File: src/rtl/tsrr_pkg.sv
// Shared types and constants for the round-robin task slot table.
`default_nettype none
package tsrr_pkg;

  localparam int SLOTS_DEFAULT = 8;
  localparam int CMD_W         = 3;
  localparam int IDX_W         = 3;
  localparam int PRIO_IN_W     = 32;
  localparam int STATUS_W      = 3;
  localparam int ID_W          = 31;
  localparam int PRIO_W        = 31;

  typedef enum logic [CMD_W-1:0] {
    CMD_ALLOC   = 3'd0,
    CMD_MKREADY = 3'd1,
    CMD_PICK    = 3'd2,
    CMD_YIELD   = 3'd3,
    CMD_EXIT    = 3'd4,
    CMD_SETPRIO = 3'd5
  } cmd_t;

  typedef enum logic [STATUS_W-1:0] {
    STS_OK      = 3'd0,
    STS_NOFREE  = 3'd1,
    STS_NOREADY = 3'd2,
    STS_NOCUR   = 3'd3,
    STS_PRIREJ  = 3'd4,
    STS_WRONG   = 3'd5
  } status_t;

  typedef enum logic {
    FSM_IDLE = 1'b0,
    FSM_EXEC = 1'b1
  } fsm_t;

endpackage
`default_nettype wire

File: src/rtl/tsrr_ram.sv
// Generic single-port-write, single-port-read RAM with registered read data.
`default_nettype none
module tsrr_ram #(
  parameter int WIDTH = 8,
  parameter int DEPTH = 8
) (
  input  wire logic                     clk,
  input  wire logic                     we,
  input  wire logic [$clog2(DEPTH)-1:0] waddr,
  input  wire logic [WIDTH-1:0]         wdata,
  input  wire logic                     re,
  input  wire logic [$clog2(DEPTH)-1:0] raddr,
  output logic      [WIDTH-1:0]         rdata
);

  logic [WIDTH-1:0] mem [DEPTH];

  always_ff @(posedge clk) begin
    if (we) begin
      mem[waddr] <= wdata;
    end
    if (re) begin
      rdata <= mem[raddr];
    end
  end

endmodule
`default_nettype wire

File: src/rtl/task_slot_table_round_robin.sv
// Round-robin task slot table: slot state masks, id/priority RAMs, result register.
//
// Usage:
//   Input channel (in_valid/in_ready) carries one command transaction: cmd,
//   slot_index (make ready only) and priority_code (set priority only).
//   Output channel (out_valid/out_ready) returns exactly one result
//   transaction per command: status, slot_out, task_id, priority_out.
//   A command accepted in idle reads the id and priority RAMs into their
//   registered outputs; the execute state then updates them and loads the
//   output register once it is empty or being drained. No new command is
//   taken until the execute state has finished.
//   Slot states live in three flop masks (free, ready, running); allocated
//   is the case where none is set. Id and priority live in RAMs; a free slot
//   reads id zero and a never-written priority reads zero via a valid mask.
//   Reset (rst, synchronous) frees every slot, sets the id counter to one,
//   clears the current task and the search start, and empties the output
//   register. No clearing pass is needed; in_ready rises right after reset.
//   When the receiver stalls, the result holds in the output register and a
//   following command is still taken; it then waits in its execute cycle
//   until the output register frees up.
`default_nettype none
module task_slot_table_round_robin #(
  parameter int SLOTS = tsrr_pkg::SLOTS_DEFAULT
) (
  input  wire logic                           clk,
  input  wire logic                           rst,
  input  wire logic                           in_valid,
  output logic                                in_ready,
  input  wire logic [tsrr_pkg::CMD_W-1:0]     cmd,
  input  wire logic [tsrr_pkg::IDX_W-1:0]     slot_index,
  input  wire logic [tsrr_pkg::PRIO_IN_W-1:0] priority_code,
  output logic                                out_valid,
  input  wire logic                           out_ready,
  output logic [tsrr_pkg::STATUS_W-1:0]       status,
  output logic [tsrr_pkg::IDX_W-1:0]          slot_out,
  output logic [tsrr_pkg::ID_W-1:0]           task_id,
  output logic [tsrr_pkg::PRIO_W-1:0]         priority_out
);
  import tsrr_pkg::*;

  localparam int PW = $clog2(SLOTS);

  // Slot state masks; allocated = not free, not ready, not running.
  logic [SLOTS-1:0] free_mask, free_mask_next;
  logic [SLOTS-1:0] ready_mask, ready_mask_next;
  logic [SLOTS-1:0] run_mask, run_mask_next;
  logic [SLOTS-1:0] pri_vld, pri_vld_next;

  logic [ID_W-1:0]  id_counter, id_counter_next;
  logic [PW-1:0]    current_slot, current_slot_next;
  logic             current_valid, current_valid_next;
  logic [PW-1:0]    search_start, search_start_next;

  fsm_t fsm, fsm_next;

  // Command latched at accept
  cmd_t            cmd_q;
  status_t         status_q;
  logic            named_q;
  logic            have_cur_q;
  logic [PW-1:0]   tgt_q;
  logic            id_ok_q;
  logic            pri_ok_q;
  logic [PRIO_W-1:0] prio_q;

  // Accept-side decode
  logic            accept;
  logic            have_cur;
  logic [PW-1:0]   idx_p;
  logic            idx_bad;
  logic [SLOTS-1:0] pick_mask, pick_high;
  logic            free_any, pick_any, high_any;
  logic [PW-1:0]   free_sel, pick_sel, high_sel;
  logic            prio_good;
  status_t         status_d;
  logic            named_d;
  logic [PW-1:0]   tgt_d;

  // Execute-side
  logic            exec_done;
  logic            out_load;
  status_t         out_status_d;
  logic [IDX_W-1:0] out_slot_d;
  logic [ID_W-1:0] out_id_d;
  logic [PRIO_W-1:0] out_prio_d;
  logic [ID_W-1:0] id_rd;
  logic [PRIO_W-1:0] pri_rd;
  logic            id_we, pri_we;

  assign in_ready = (fsm == FSM_IDLE);
  assign accept   = in_valid && in_ready;
  assign have_cur = current_valid && run_mask[current_slot];
  assign idx_p    = PW'(slot_index);
  assign idx_bad  = (32'(slot_index) >= SLOTS);
  // signed priority_code >= 2: sign clear and some bit above bit 0 set
  assign prio_good = !priority_code[PRIO_IN_W-1] && (priority_code[PRIO_IN_W-2:1] != '0);

  // Pick considers the running task as already put back to ready.
  always_comb begin
    pick_mask = ready_mask;
    if (have_cur) begin
      pick_mask[current_slot] = 1'b1;
    end
    pick_high = pick_mask & ({SLOTS{1'b1}} << search_start);
  end

  // Lowest-set priority encoders
  always_comb begin
    free_any = 1'b0;
    pick_any = 1'b0;
    high_any = 1'b0;
    free_sel = '0;
    pick_sel = '0;
    high_sel = '0;
    for (int i = SLOTS - 1; i >= 0; i--) begin
      if (free_mask[i]) begin
        free_any = 1'b1;
        free_sel = PW'(i);
      end
      if (pick_mask[i]) begin
        pick_any = 1'b1;
        pick_sel = PW'(i);
      end
      if (pick_high[i]) begin
        high_any = 1'b1;
        high_sel = PW'(i);
      end
    end
  end

  // Status and target slot at accept
  always_comb begin
    status_d = STS_WRONG;
    named_d  = 1'b0;
    tgt_d    = '0;
    case (cmd)
      CMD_ALLOC: begin
        status_d = free_any ? STS_OK : STS_NOFREE;
        named_d  = free_any;
        tgt_d    = free_sel;
      end
      CMD_MKREADY: begin
        if (!idx_bad) begin
          named_d  = 1'b1;
          tgt_d    = idx_p;
          status_d = (!free_mask[idx_p] && !ready_mask[idx_p] && !run_mask[idx_p])
                     ? STS_OK : STS_WRONG;
        end
      end
      CMD_PICK: begin
        status_d = pick_any ? STS_OK : STS_NOREADY;
        named_d  = pick_any;
        tgt_d    = high_any ? high_sel : pick_sel;
      end
      CMD_YIELD, CMD_EXIT, CMD_SETPRIO: begin
        status_d = have_cur ? STS_OK : STS_NOCUR;
        named_d  = have_cur;
        tgt_d    = current_slot;
        if (have_cur && cmd == CMD_SETPRIO && !prio_good) begin
          status_d = STS_PRIREJ;
        end
      end
      default: begin
        status_d = STS_WRONG;
      end
    endcase
  end

  tsrr_ram #(.WIDTH(ID_W), .DEPTH(SLOTS)) u_id_ram (
    .clk   (clk),
    .we    (id_we),
    .waddr (tgt_q),
    .wdata (id_counter),
    .re    (accept),
    .raddr (tgt_d),
    .rdata (id_rd)
  );

  tsrr_ram #(.WIDTH(PRIO_W), .DEPTH(SLOTS)) u_pri_ram (
    .clk   (clk),
    .we    (pri_we),
    .waddr (tgt_q),
    .wdata (prio_q),
    .re    (accept),
    .raddr (tgt_d),
    .rdata (pri_rd)
  );

  // Execute: finish only when the output register can take the result.
  assign exec_done = (fsm == FSM_EXEC) && (!out_valid || out_ready);
  assign id_we     = exec_done && cmd_q == CMD_ALLOC && status_q == STS_OK;
  assign pri_we    = exec_done && cmd_q == CMD_SETPRIO && status_q == STS_OK;
  assign out_load  = exec_done;

  always_comb begin
    fsm_next           = fsm;
    free_mask_next     = free_mask;
    ready_mask_next    = ready_mask;
    run_mask_next      = run_mask;
    pri_vld_next       = pri_vld;
    id_counter_next    = id_counter;
    current_slot_next  = current_slot;
    current_valid_next = current_valid;
    search_start_next  = search_start;

    case (fsm)
      FSM_IDLE: begin
        if (accept) begin
          fsm_next = FSM_EXEC;
        end
      end
      FSM_EXEC: begin
        if (exec_done) begin
          fsm_next = FSM_IDLE;
          case (cmd_q)
            CMD_ALLOC: begin
              if (status_q == STS_OK) begin
                free_mask_next[tgt_q] = 1'b0;
                id_counter_next = (id_counter == {ID_W{1'b1}}) ? ID_W'(1)
                                                               : id_counter + ID_W'(1);
              end
            end
            CMD_MKREADY: begin
              if (status_q == STS_OK) begin
                ready_mask_next[tgt_q] = 1'b1;
              end
            end
            CMD_PICK: begin
              if (have_cur_q) begin
                run_mask_next[current_slot]   = 1'b0;
                ready_mask_next[current_slot] = 1'b1;
              end
              current_valid_next = 1'b0;
              if (status_q == STS_OK) begin
                ready_mask_next[tgt_q] = 1'b0;
                run_mask_next[tgt_q]   = 1'b1;
                current_slot_next      = tgt_q;
                current_valid_next     = 1'b1;
                search_start_next      = (tgt_q == PW'(SLOTS - 1)) ? '0 : tgt_q + PW'(1);
              end
            end
            CMD_YIELD: begin
              if (status_q == STS_OK) begin
                run_mask_next[tgt_q]   = 1'b0;
                ready_mask_next[tgt_q] = 1'b1;
                current_valid_next     = 1'b0;
              end
            end
            CMD_EXIT: begin
              // Free slot reads id zero; no RAM write needed.
              if (status_q == STS_OK) begin
                run_mask_next[tgt_q]  = 1'b0;
                free_mask_next[tgt_q] = 1'b1;
                current_valid_next    = 1'b0;
              end
            end
            CMD_SETPRIO: begin
              if (status_q == STS_OK) begin
                pri_vld_next[tgt_q] = 1'b1;
              end
            end
            default: begin
            end
          endcase
        end
      end
      default: begin
        fsm_next = FSM_IDLE;
      end
    endcase
  end

  // Result fields
  always_comb begin
    out_status_d = status_q;
    out_slot_d   = '0;
    out_id_d     = '0;
    out_prio_d   = '0;
    if (named_q) begin
      out_slot_d = IDX_W'(tgt_q);
      if (cmd_q == CMD_ALLOC) begin
        out_id_d = id_counter;
      end else if (id_ok_q) begin
        out_id_d = id_rd;
      end
      if (cmd_q == CMD_SETPRIO && status_q == STS_OK) begin
        out_prio_d = prio_q;
      end else if (pri_ok_q) begin
        out_prio_d = pri_rd;
      end
    end
  end

  always_ff @(posedge clk) begin
    if (rst) begin
      fsm           <= FSM_IDLE;
      free_mask     <= '1;
      ready_mask    <= '0;
      run_mask      <= '0;
      pri_vld       <= '0;
      id_counter    <= ID_W'(1);
      current_slot  <= '0;
      current_valid <= 1'b0;
      search_start  <= '0;
      out_valid     <= 1'b0;
    end else begin
      fsm           <= fsm_next;
      free_mask     <= free_mask_next;
      ready_mask    <= ready_mask_next;
      run_mask      <= run_mask_next;
      pri_vld       <= pri_vld_next;
      id_counter    <= id_counter_next;
      current_slot  <= current_slot_next;
      current_valid <= current_valid_next;
      search_start  <= search_start_next;
      if (out_load) begin
        out_valid <= 1'b1;
      end else if (out_ready) begin
        out_valid <= 1'b0;
      end
    end
  end

  // Payload registers
  always_ff @(posedge clk) begin
    if (accept) begin
      cmd_q      <= cmd_t'(cmd);
      status_q   <= status_d;
      named_q    <= named_d;
      have_cur_q <= have_cur;
      tgt_q      <= tgt_d;
      id_ok_q    <= !free_mask[tgt_d];
      pri_ok_q   <= pri_vld[tgt_d];
      prio_q     <= priority_code[PRIO_W-1:0];
    end
    if (out_load) begin
      status       <= out_status_d;
      slot_out     <= out_slot_d;
      task_id      <= out_id_d;
      priority_out <= out_prio_d;
    end
  end

endmodule
`default_nettype wire

File: config.mk
export PLATFORM = sky130hd
export DESIGN_NAME = task_slot_table_round_robin
export DESIGN_NICKNAME = d
export VERILOG_FILES = /design/src/rtl/tsrr_pkg.sv /design/src/rtl/tsrr_ram.sv /design/src/rtl/task_slot_table_round_robin.sv
export SDC_FILE = /design/constraint.sdc
export NUM_CORES = 1
export LEC_CHECK = 0
export BUFFER_PORTS_ARGS = -buffer_cell sky130_fd_sc_hd__buf_4
export CORE_MARGIN = 2
export CORE_UTILIZATION = 45
export CTS_CLUSTER_SIZE = 12
export DETAILED_ROUTE_END_ITERATION = 8
export GPL_ROUTABILITY_DRIVEN = 0
export GPL_TIMING_DRIVEN = 0
export PLACE_DENSITY = 0.63
export SYNTH_ARGS = -nofsm -noshare
export SYNTH_HDL_FRONTEND = slang
export SYNTH_HIERARCHICAL = 1
export SYNTH_SLANG_ARGS = --single-unit
export TNS_END_PERCENT = 20
File: constraint.sdc
create_clock -name clk -period 11.4 [get_ports clk]
set_clock_uncertainty 0.1 [all_clocks]
set_input_delay 2.28 -clock clk [delete_from_list [all_inputs] [get_ports clk]]
set_output_delay 2.28 -clock clk [all_outputs]
set_load 0.01 [all_outputs]
* Word level (Yosys, flattened, before mapping) *
Memory sizes are Yosys's and may differ from the RTL's. A register that Yosys moved wholly into a read port is not among the register bits.
Index checks and enable logic that the tools add are counted.
Widths: inputs -> output; s select.

storage, ports and cells
  bits in latches = 0
  memory bits (read-only) = 0
  output and inout bits = 70
  input bits = 42
  register bits = 184
  memory bits (writable) = 496
  memories kept = 2
  logic and storage cells = 211

cells by class
  divide/modulo/power cells = 0
  multipliers = 0
  shift operators = 1
  $add $sub $neg = 2
  reductions and logical operators = 40
  order comparisons = 6
  bitwise gates (word level) = 13
  muxes and demuxes = 109
  equal/unequal tests = 16

memories
  name           words  width  read ports  clocked after Yosys merged registers in  wr ports  line            text
  u_id_ram.mem   8      31     1           1                                        1         tsrr_ram.sv:16  logic [WIDTH-1:0] mem [DEPTH];
  u_pri_ram.mem  8      31     1           1                                        1         tsrr_ram.sv:16

operators with widths
  kind                   number
  $mux 31                5
  $mux 8                 15
  $mux 3                 28
  $pmux 8 s2             3
  $mux 1                 43
  $and 8x8->8            5
  $or 8x8->8             5
  $add 31x1->31 const B  1
  $eq 31x31->1 const B   1
  $reduce_bool 30->1     1
  $pmux 3 s4             2
  $reduce_and 4->1       5
  $bmux 1 s3             6
  $lt 3x4->1 const B     4
  $not 8->8              2
  $eq 3x3->1 const B     5
  $logic_and 1x1->1      15
  $eq 3x2->1 const B     4
  $logic_not 3->1        3
  $reduce_bool 2->1      4
  $shl 8x3->8 const A    1
  $logic_not 1->1        7
  $demux 1 s3            2
  $eq 3x1->1 const B     2
  12 further kinds       18

* Depth between registers and ports, before layout *
Gate-level depths: netlist of the first run.

  depth in word-level cells = 20
  mapped depth = 14
  gate-level depth less buffers = 9

* Hierarchy *
The synthesis of the first run kept the hierarchy.

modules (own cells, without submodules)
  module                       cells an instance  seq. area each (µm²)  instances  area each (µm²)
  tsrr_ram                     402                8,378.0               2          10,531.4
  task_slot_table_round_robin  909                4,804.6               1          9,016.1

* Worst setup path before layout of the first run *
OpenSTA, ideal clock, no wires.

  path kind = input to register
  start point = input out_ready
  end point = memory u_pri_ram/mem[4][0] (netlist bit) (enable)
  cell stages on the path = 6
  path buffers = 0
  slack = 2,476 ps
  required time = 10,842 ps
  arrival = 8,366 ps
  library setup time = 458 ps
  cell sequence = nor2b_1 nor2_1 nand2_1 nor2_1 nand2_1 nor3_1

on the way
  longest elaborated chain between the ends = 6

ends and longest elaborated chain
  what                            line                                text
  start, declared                 task_slot_table_round_robin.sv:33   input wire logic out_ready,
  $logic_or 1x1->1                task_slot_table_round_robin.sv:190  assign exec_done = (fsm == FSM_EXEC) && (!out_valid || out_ready);
  $logic_and 1x1->1               task_slot_table_round_robin.sv:190
  via exec_done                   task_slot_table_round_robin.sv:80   logic exec_done;
  $logic_and 1x1->1 (2 in a row)  task_slot_table_round_robin.sv:192  assign pri_we = exec_done && cmd_q == CMD_SETPRIO && status_q == STS_OK;
  via pri_we                      task_slot_table_round_robin.sv:88   logic id_we, pri_we;
  $mux 1                          tsrr_ram.sv:19                      if (we) begin
  $mux 1 (not written as such)    tsrr_ram.sv:20                      mem[waddr] <= wdata;
  end, declared                   tsrr_ram.sv:16

The timed path passes the listed nets, and every way through them passes these cells.

* Final worst setup path of the first run *
  start point = input out_ready
  end point = memory u_pri_ram/mem[4][12] (netlist bit) (enable)

The elaborated chain is that of the path after synthesis.

==> results of run 1 <==
## power by group through the flow
| stage | combinational [mW] | sequential, mW | clock (mW) |
|---|---|---|---|
| final | 0.218 | 3.03 | 2.35 |
| after global routing | 0.233 | 3.04 | 2.51 |
| after CTS | 0.221 | 3.03 | 2.40 |
| after detailed placement | 0.220 | 3.09 | 0 |
| after global placement | 0.205 | 3.10 | 0 |
| after floorplan | 0.113 | 3.09 | 0 |
## area by class of cell
type | instances | area share [%]
Buffer | 94 | 1.49
Multi-Input combinational cell | 864 | 23.0
Tap cell | 864 | 3.08
Timing Repair Buffer | 143 | 4.04
Inverter | 13 | 0.139
Sequential cell | 742 | 61.5
Clock buffer | 117 | 6.25
Clock inverter | 18 | 0.457
## metrics by stage
stage	total power, mW	util (%)	hold slack (ns)	std cells	setup slack, ns
after detailed placement	3.31	49.6	0.357	2720	5.07
after floorplan	3.20	-	0.331	1713	2.48
final	5.60	53.1	0.372	2855	5.69
after global routing	5.78	53.1	0.385	2855	5.45
after global placement	3.30	48.5	0.347	2687	-2.98
after CTS	5.66	53.1	0.373	2855	5.69
## path summary, 6_finish.rpt
kind	endpoint	slack, ns	depth (start not counted)
setup / recovery	u_pri_ram/mem[4][12]	5.69	11
hold / removal	status[1]	0.37	0
setup reg to reg	u_pri_ram/mem[4][12]	6.92	10
hold reg to reg	status[1]	0.37	0
## cells in the mapped netlist, types with 5 or more instances
cell type  instances  area [um^2]
o22ai_1            7         43.8
clkbuf_1          55          206
and3_1             7         43.8
nand4_1            7         43.8
or3_1              6         37.5
nor2_1           106          398
o21ai_0           42          210
o21ai_1            6         30.0
mux2i_1           16          160
nand3b_1           7         52.6
nand2b_1          12         75.1
nor3_1            19         95.1
mux4_1           124         3260
a21boi_0          62          465
inv_1             12         45.0
dfxtp_1           72         1440
nand3_1           78          390
xor2_1            20          175
mux2_2            66          743
and2_1             7         43.8
edfxtp_1         670        20100
buf_1             11         41.3
nor4_1            14         87.6
a21oi_1           39          195
xnor2_1            9         78.8
nand2_1          119          447
a211oi_1           9         67.6
buf_6             20          225
a221oi_1           5         43.8
## critical path, stage by stage
cell     delay, ns
buf_4         0.08
nor2b_1       0.16
nor2_4        0.80
buf_12        0.29
nand2_1       0.09
nor2_1        0.62
nand2_1       0.39
nor3_2        0.62
buf_6         0.25
buf_8         0.16
buf_6         0.16
## logic make-up after synthesis
group	count (synthesis)	share of synthesized area (%)
compound gates	202	4.52
mux	209	14.1
simple gates	421	6.87
fa+ha+maj	3	0.125
flops	742	71.7
xor+xnor	29	0.844
buf+inv	107	1.90
## layer usage
layer  global-route usage (%)  part of all wire [%]
met1                     26.1                    43
met5                        0                 0.019
met4                     5.08                   2.1
met3                     3.51                   5.7
met2                     32.2                    49
## cells in the final DEF (no fill, tap or decap), types with 9 or more instances in the layout
master / instances
mux2i_1: 16
xnor2_1: 9
mux2_2: 66
nand3_1: 78
nor4_1: 14
clkbuf_1: 86
buf_4: 114
mux4_1: 124
buf_1: 11
nand2_1: 119
nand2b_1: 12
buf_6: 31
inv_1: 12
o21ai_0: 42
nor3_1: 15
nor2_1: 93
a21oi_1: 39
xor2_1: 20
nor2_4: 14
edfxtp_1: 670
buf_12: 12
a211oi_1: 9
dfxtp_1: 72
clkbuf_16: 79
a21boi_0: 62
## registers in the layout, indices dropped and copies added (netlist names), 8 cells and up, named ones only
| signal | flops |
|---|---|
| pri_vld | 8 |
| task_id | 31 |
| prio_q | 31 |
| id_counter | 31 |
| u_pri_ram/mem | 248 |
| u_pri_ram/rdata | 31 |
| u_id_ram/mem | 248 |
| ready_mask | 8 |
| priority_out | 31 |
| u_id_ram/rdata | 31 |
| run_mask | 8 |
==> results.json, run 1 <==
{
  "rsz0062_at_grt": "no",
  "n_antenna_cell": 0,
  "synth_nets": 1758,
  "seq_area_um2": 21600,
  "cts_tree": "done",
  "period_needed_ns": 5.71,
  "cap_viol_max_count": 0,
  "cts_hold_buf": 0,
  "yosysUniqueCellTypes": 75,
  "end_kind": "register",
  "power_leakage_nw": 11.1,
  "die_y_um": 263,
  "cts_buffers": 77,
  "setup_violations": 0,
  "synth_edf_count": 670,
  "grt_first_pass_wirelength_um": 100000,
  "clock_path_buffers": 3,
  "synth_ff_type": "edfxtp_1",
  "seq_area_frac_synth_pct": 71.7,
  "clock_latency_ns": 0.62,
  "r2r_start": "fsm",
  "root_buffer": "clkbuf_16",
  "netlist_instances": 1713,
  "post_dp_cell_area_um2": 32700,
  "ctsResizeCount": 0,
  "seq_power_share_pct": 54.2,
  "drt-total-wl_um": 66800,
  "critPathLaunch": "out_ready",
  "crit_arrival_ns": 5.93,
  "row_count": 94,
  "portBuffers": 110,
  "yosysWarnings": 6,
  "path_clk_slew_ns": 0.05,
  "fin_nets": 1980,
  "clockPowerShare_pct": 42.0,
  "min-delay-start": "out_status_d[1]",
  "netlist_area_um2": 30100,
  "fin_area_um2": 35100,
  "grt_remaining_overflow": 0,
  "drt-initial-drc-count": 1535,
  "p_int_mw": 4.46,
  "p_sw_share_pct": 20.4,
  "drv_slew": 0,
  "via_count": 16285,
  "antenna_found_initial": 1,
  "die_x_um": 263,
  "ant_nets": 0,
  "die_area_um2": 68900,
  "p_comb_share_pct": 3.9,
  "h-tree-depth": 3,
  "fillers": 5216,
  "path_class": "input pin to register",
  "async_flop_share_pct": 0,
  "io_pins": 112,
  "critPathRequiredTime_ns": 11.62,
  "area_growth_pct": 16.5,
  "status": "finished, final reports clean",
  "hp-class": "register to register",
  "grt_pass1_vias": 16300,
  "multi_input_area_um2": 8080,
  "dp_hpwl_um": 43200,
  "start_util_pct": 45.6,
  "drc": 0,
  "setup-tns-final_ns": 0,
  "coreArea_um2": 66000,
  "cts.sink_count": 742,
  "track_usage_pct": 19.3,
  "slew_headroom_pct": 9.28,
  "power_density_nw_per_um2": 160,
  "dr.pass1.iters": 6,
  "drive_above_1_share_pct": 19.3,
  "peakVddDrop_mv": 0.119,
  "syn_area_per_cell_um2": 17.6,
  "critPathMaxFanout": 26,
  "postCtsSetupBuffers": 0,
  "max_freq_mhz": 175,
  "hold_violations": 0,
  "max_slew.worst_pin.slew_ns": 1.35,
  "fin_crit_sh_pct": 50.1,
  "grt_max_degree": 30,
  "p_sw_mw": 1.14,
  "vias_per_cell": 5.70,
  "start_kind": "input pin",
  "drt-wirelength-per-cell_um": 23.4,
  "ys_ff_latch": 742
}
No activity file was read; power rests on OpenSTA's default activity.
==> run 2: changes to the inputs <==
- clock period: 11.4 -> 5.6 ns (I/O delays scaled with it)
==> results.json, run 2 (same netlist as run 1, synthesis figures left out) <==
{
  "status": "finished, final reports clean",
  "h-tree-depth": 3,
  "peakVddDrop_mv": 0.216,
  "cts_hold_buf": 0,
  "die_y_um": 263,
  "rsz0062_at_grt": "no",
  "power_leakage_nw": 11.0,
  "setup-tns-final_ns": 0,
  "cap_viol_max_count": 0,
  "drt-initial-drc-count": 1629,
  "die_x_um": 263,
  "slew_headroom_pct": 20.7,
  "postCtsSetupBuffers": 0,
  "final_cell_mix": "edfxtp_1, mux4_1, nand2_1, buf_4, nor2_1",
  "max_slew.worst_pin.slew_ns": 1.18,
  "cts.sink_count": 742,
  "crit_arrival_ns": 4.56,
  "n_antenna_cell": 0,
  "setup_ws_ns": 1.26,
  "period_needed_ns": 4.34,
  "root_buffer": "clkbuf_16",
  "start_kind": "input pin",
  "power_density_nw_per_um2": 322,
  "vias_per_cell": 5.72,
  "drc": 0,
  "grt_max_degree": 26,
  "reg_top3": "u_id_ram/mem (248), u_pri_ram/mem (248)",
  "critPathMaxFanout": 25,
  "place_ws_ns": 0.637,
  "drt-wirelength-per-cell_um": 23.8,
  "area_growth_pct": 16.2,
  "start_util_pct": 45.6,
  "io_pins": 112,
  "clock_path_buffers": 3,
  "track_usage_pct": 19.5,
  "via_count": 16307,
  "ant_nets": 0,
  "fin_crit_sh_pct": 77.5,
  "setup_violations": 0,
  "max_freq_mhz": 230,
  "grt_remaining_overflow": 0,
  "hold_violations": 0,
  "clock_latency_ns": 0.62,
  "grt_pass1_vias": 16443,
  "cts_buffers": 77,
  "hp-class": "register to register",
  "dp_hpwl_um": 43500,
  "path_clk_slew_ns": 0.06,
  "grt_first_pass_wirelength_um": 102000,
  "coreArea_um2": 66000,
  "dr.pass1.iters": 5,
  "ctsResizeCount": 0,
  "critPathRequiredTime_ns": 5.82,
  "drive_above_1_share_pct": 19.1,
  "row_count": 94,
  "die_area_um2": 68900,
  "cts_tree": "done",
  "fin_nets": 1978,
  "end_kind": "register",
  "drt-total-wl_um": 68000,
  "path_class": "input pin to register",
  "portBuffers": 110,
  "antenna_found_initial": 2,
  "final_common_cell": "edfxtp_1",
  "drv_slew": 0
}
## run 2: changes by cell type in the layout (fill, tap and decap cells not counted), sizes merged
cell	previous run	this run
clkinv	11	19
clkbuf	172	168
buf	182	180
bufinv	2	0
clkinvlp	1	0
inv	17	16
## run 2: cell type report
type | instances | area (um^2)
tap | 864 | 1080
clock buffer | 113 | 2100
fill | 5194 | 31000
buffer | 94 | 523
inverter | 13 | 48.8
multi-input combinational | 864 | 8090
sequential | 742 | 21600
clock inverter | 22 | 136
timing repair buffer | 141 | 1400
## run 2: final timing paths
check	from	slack [ns]	endpoint	cells after the start
worst max-delay path	out_ready	1.26	u_pri_ram/mem[4][16]	9
worst min register to register	pri_vld[0]	0.37	pri_vld[0]	2
worst max register to register	current_slot[1]	1.27	u_id_ram/rdata[8]	14
worst min-delay path	pri_vld[0]	0.37	pri_vld[0]	2
## run 2: layer usage
metal  share of wire (%)  track usage (%)
met5               0.035                0
met4                 1.7             4.83
met3                 5.8             3.35
met2                  50             33.0
met1                  42             26.4
## run 2: report_power, final
part | internal, mW | switching [mW]
registers | 6.10 | 0.0695
logic | 0.188 | 0.256
clock network | 2.61 | 2.02
## run 2: critical path, cell delays in order
cell and delay, ns:
buf_4 0.08, nor2b_1 0.17, nor2_4 0.78, buf_12 0.29
nand2_1 0.09, nor2_1 0.60, nand2_1 0.41, nor3_4 0.74
buf_8 0.25
## run 2: through the flow
stage,std cells,hold WS (ns),utilization (%),power [mW],instance area (um^2)
after global routing,2853,0.383,53.0,11.6,34900
after global placement,2687,0.345,48.5,6.71,32000
after CTS,2853,0.367,53.0,11.3,34900
final,2853,0.369,53.0,11.2,34900
after floorplan,1713,0.331,-,6.51,30100
after detailed placement,2718,0.354,49.6,6.74,32700
==> run 3: changes to the inputs <==
- clock period: 5.6 -> 4.1 ns (I/O delays scaled with it)
==> results.json, run 3 (same netlist as run 1, synthesis figures left out) <==
{
  "status": "finished, final reports clean",
  "drc": 0,
  "root_buffer": "clkbuf_16",
  "post_dp_cell_area_um2": 32700,
  "worst_path_most_repeated_cell": "buf_6",
  "reg_top3": "u_id_ram/mem (248), u_pri_ram/mem (248)",
  "period_needed_ns": 3.91,
  "clock_path_buffers": 3,
  "crit_arrival_ns": 4.17,
  "portBuffers": 110,
  "cap_viol_max_count": 0,
  "setup_violations": 0,
  "final_util_pct": 53.3,
  "grt_remaining_overflow": 0,
  "die_area_um2": 68900,
  "io_pins": 112,
  "place_inst": 2715,
  "vias_per_cell": 5.71,
  "antenna_found_initial": 1,
  "cts_tree": "done",
  "whs_ns": 0.293,
  "r2r_slack_ns": 0.19,
  "drt-initial-drc-count": 1499,
  "cts_buffers": 77,
  "clock_latency_ns": 0.62,
  "final_cell_mix": "edfxtp_1, mux4_1, nand2_1, buf_4, nor2_1",
  "r2r_start": "current_slot[0]",
  "die_y_um": 263,
  "place_ws_ns": -0.532,
  "ant_nets": 0,
  "coreArea_um2": 66000,
  "h-tree-depth": 3,
  "setup-tns-final_ns": 0,
  "fin_total_pwr_mw": 15.7,
  "start_util_pct": 45.6,
  "fin_nets": 1975,
  "min-delay-start": "priority_code[16]",
  "slowest_delay_ns": 0.59,
  "drt-total-wl_um": 68100,
  "dp_hpwl_um": 43600,
  "critPathRequiredTime_ns": 4.35,
  "power_leakage_nw": 11.1,
  "start_kind": "register",
  "grt_max_degree": 29,
  "power_density_nw_per_um2": 447,
  "worstPathCellList": "buf_6 > mux2i_4 > o22ai_2 > nor2_2 > o21ai_1 > nor4_4 > nand3_1 > o221ai_4 > buf_6 > buf_6 > mux4_1 > mux2_2",
  "drive_above_1_share_pct": 20.0,
  "grt_pass1_vias": 16618,
  "dr.pass1.iters": 8,
  "cts.sink_count": 742,
  "drt-wirelength-per-cell_um": 23.9,
  "final_cells": 2849,
  "end_kind": "register",
  "hold_violations": 0,
  "rsz0062_at_grt": "no",
  "path_class": "register to register",
  "max_freq_mhz": 256,
  "peakVddDrop_mv": 0.309,
  "track_usage_pct": 19.8,
  "slowest_stage": "mux4_1",
  "fillers": 5142,
  "critPathLaunch": "current_slot[0]",
  "fin_crit_sh_pct": 95.4,
  "slew_headroom_pct": 33.8,
  "setup_ws_ns": 0.187,
  "die_x_um": 263,
  "drv_slew": 0,
  "area_growth_pct": 16.9,
  "path_clk_slew_ns": 0.06,
  "max_slew.worst_pin.slew_ns": 0.986,
  "hp-class": "input pin to register",
  "n_antenna_cell": 0,
  "via_count": 16282,
  "critPathMaxFanout": 10,
  "fin_area_um2": 35200,
  "final_common_cell": "edfxtp_1",
  "cts_hold_buf": 0,
  "grt_first_pass_wirelength_um": 103000,
  "row_count": 94
}
==> run 3: cell types whose count changed in the layout (fill, tap and decap cells not counted), moves of 3 or more <==
cell | before | now
bufinv_16 | 0 | 4
clkbuf_2 | 0 | 10
buf_16 | 5 | 8
clkbuf_1 | 89 | 74
buf_6 | 28 | 23
clkinv_2 | 11 | 6
buf_1 | 11 | 7
clkbuf_8 | 0 | 4
buf_2 | 4 | 8
==> run 3: layout make-up <==
type / count / area (um^2) / share of cell area [%]
Clock buffer: 113 / 2170 / 6.16
Clock inverter: 21 / 219 / 0.623
Buffer: 94 / 541 / 1.54
Sequential cell: 742 / 21600 / 61.3
Tap cell: 864 / 1080 / 3.08
Inverter: 13 / 48.8 / 0.139
Multi-Input combinational cell: 864 / 8130 / 23.1
Timing Repair Buffer: 138 / 1410 / 4.01
==> run 3: power by group <==
group          internal [mW]  switching [mW]
Combinational          0.262           0.351
Sequential              8.34          0.0942
Clock                   3.91            2.75
==> run 3: final timing paths <==
check / endpoint / cells past startpoint
setup / recovery: u_pri_ram/rdata[29] / 12
hold / removal: prio_q[16] / 1
setup reg to reg: u_pri_ram/rdata[29] / 12
hold reg to reg: pri_vld[1] / 2
==> run 3: critical path, delay by kind of cell (launching register included) <==
| kind | cells | cell delay (ns) |
|---|---|---|
| AOI/OAI and AO/OA | 3 | 0.68 |
| buffers and inverters | 3 | 0.61 |
| DFF | 1 | 0.36 |
| muxes | 3 | 1.13 |
| and+or+nand+nor | 3 | 0.75 |
==> run 3: what timing repair did <==
action                                 in CTS  in global routing
gates resized for setup                    13                  6
setup endpoints to repair                  62                 62
endpoints found under the hold margin       0                  0
buffers inserted                            0                  0
==> run 3: metal layers <==
metal / vias to the layer above / GRT usage (%) / part of all wire (%)
li1: 7303 / - / -
met1: 8350 / 26.3 / 42
met2: 513 / 33.9 / 50
met3: 116 / 3.32 / 5.4
met4: 0 / 5.53 / 2.3
met5: - / 0 / 0
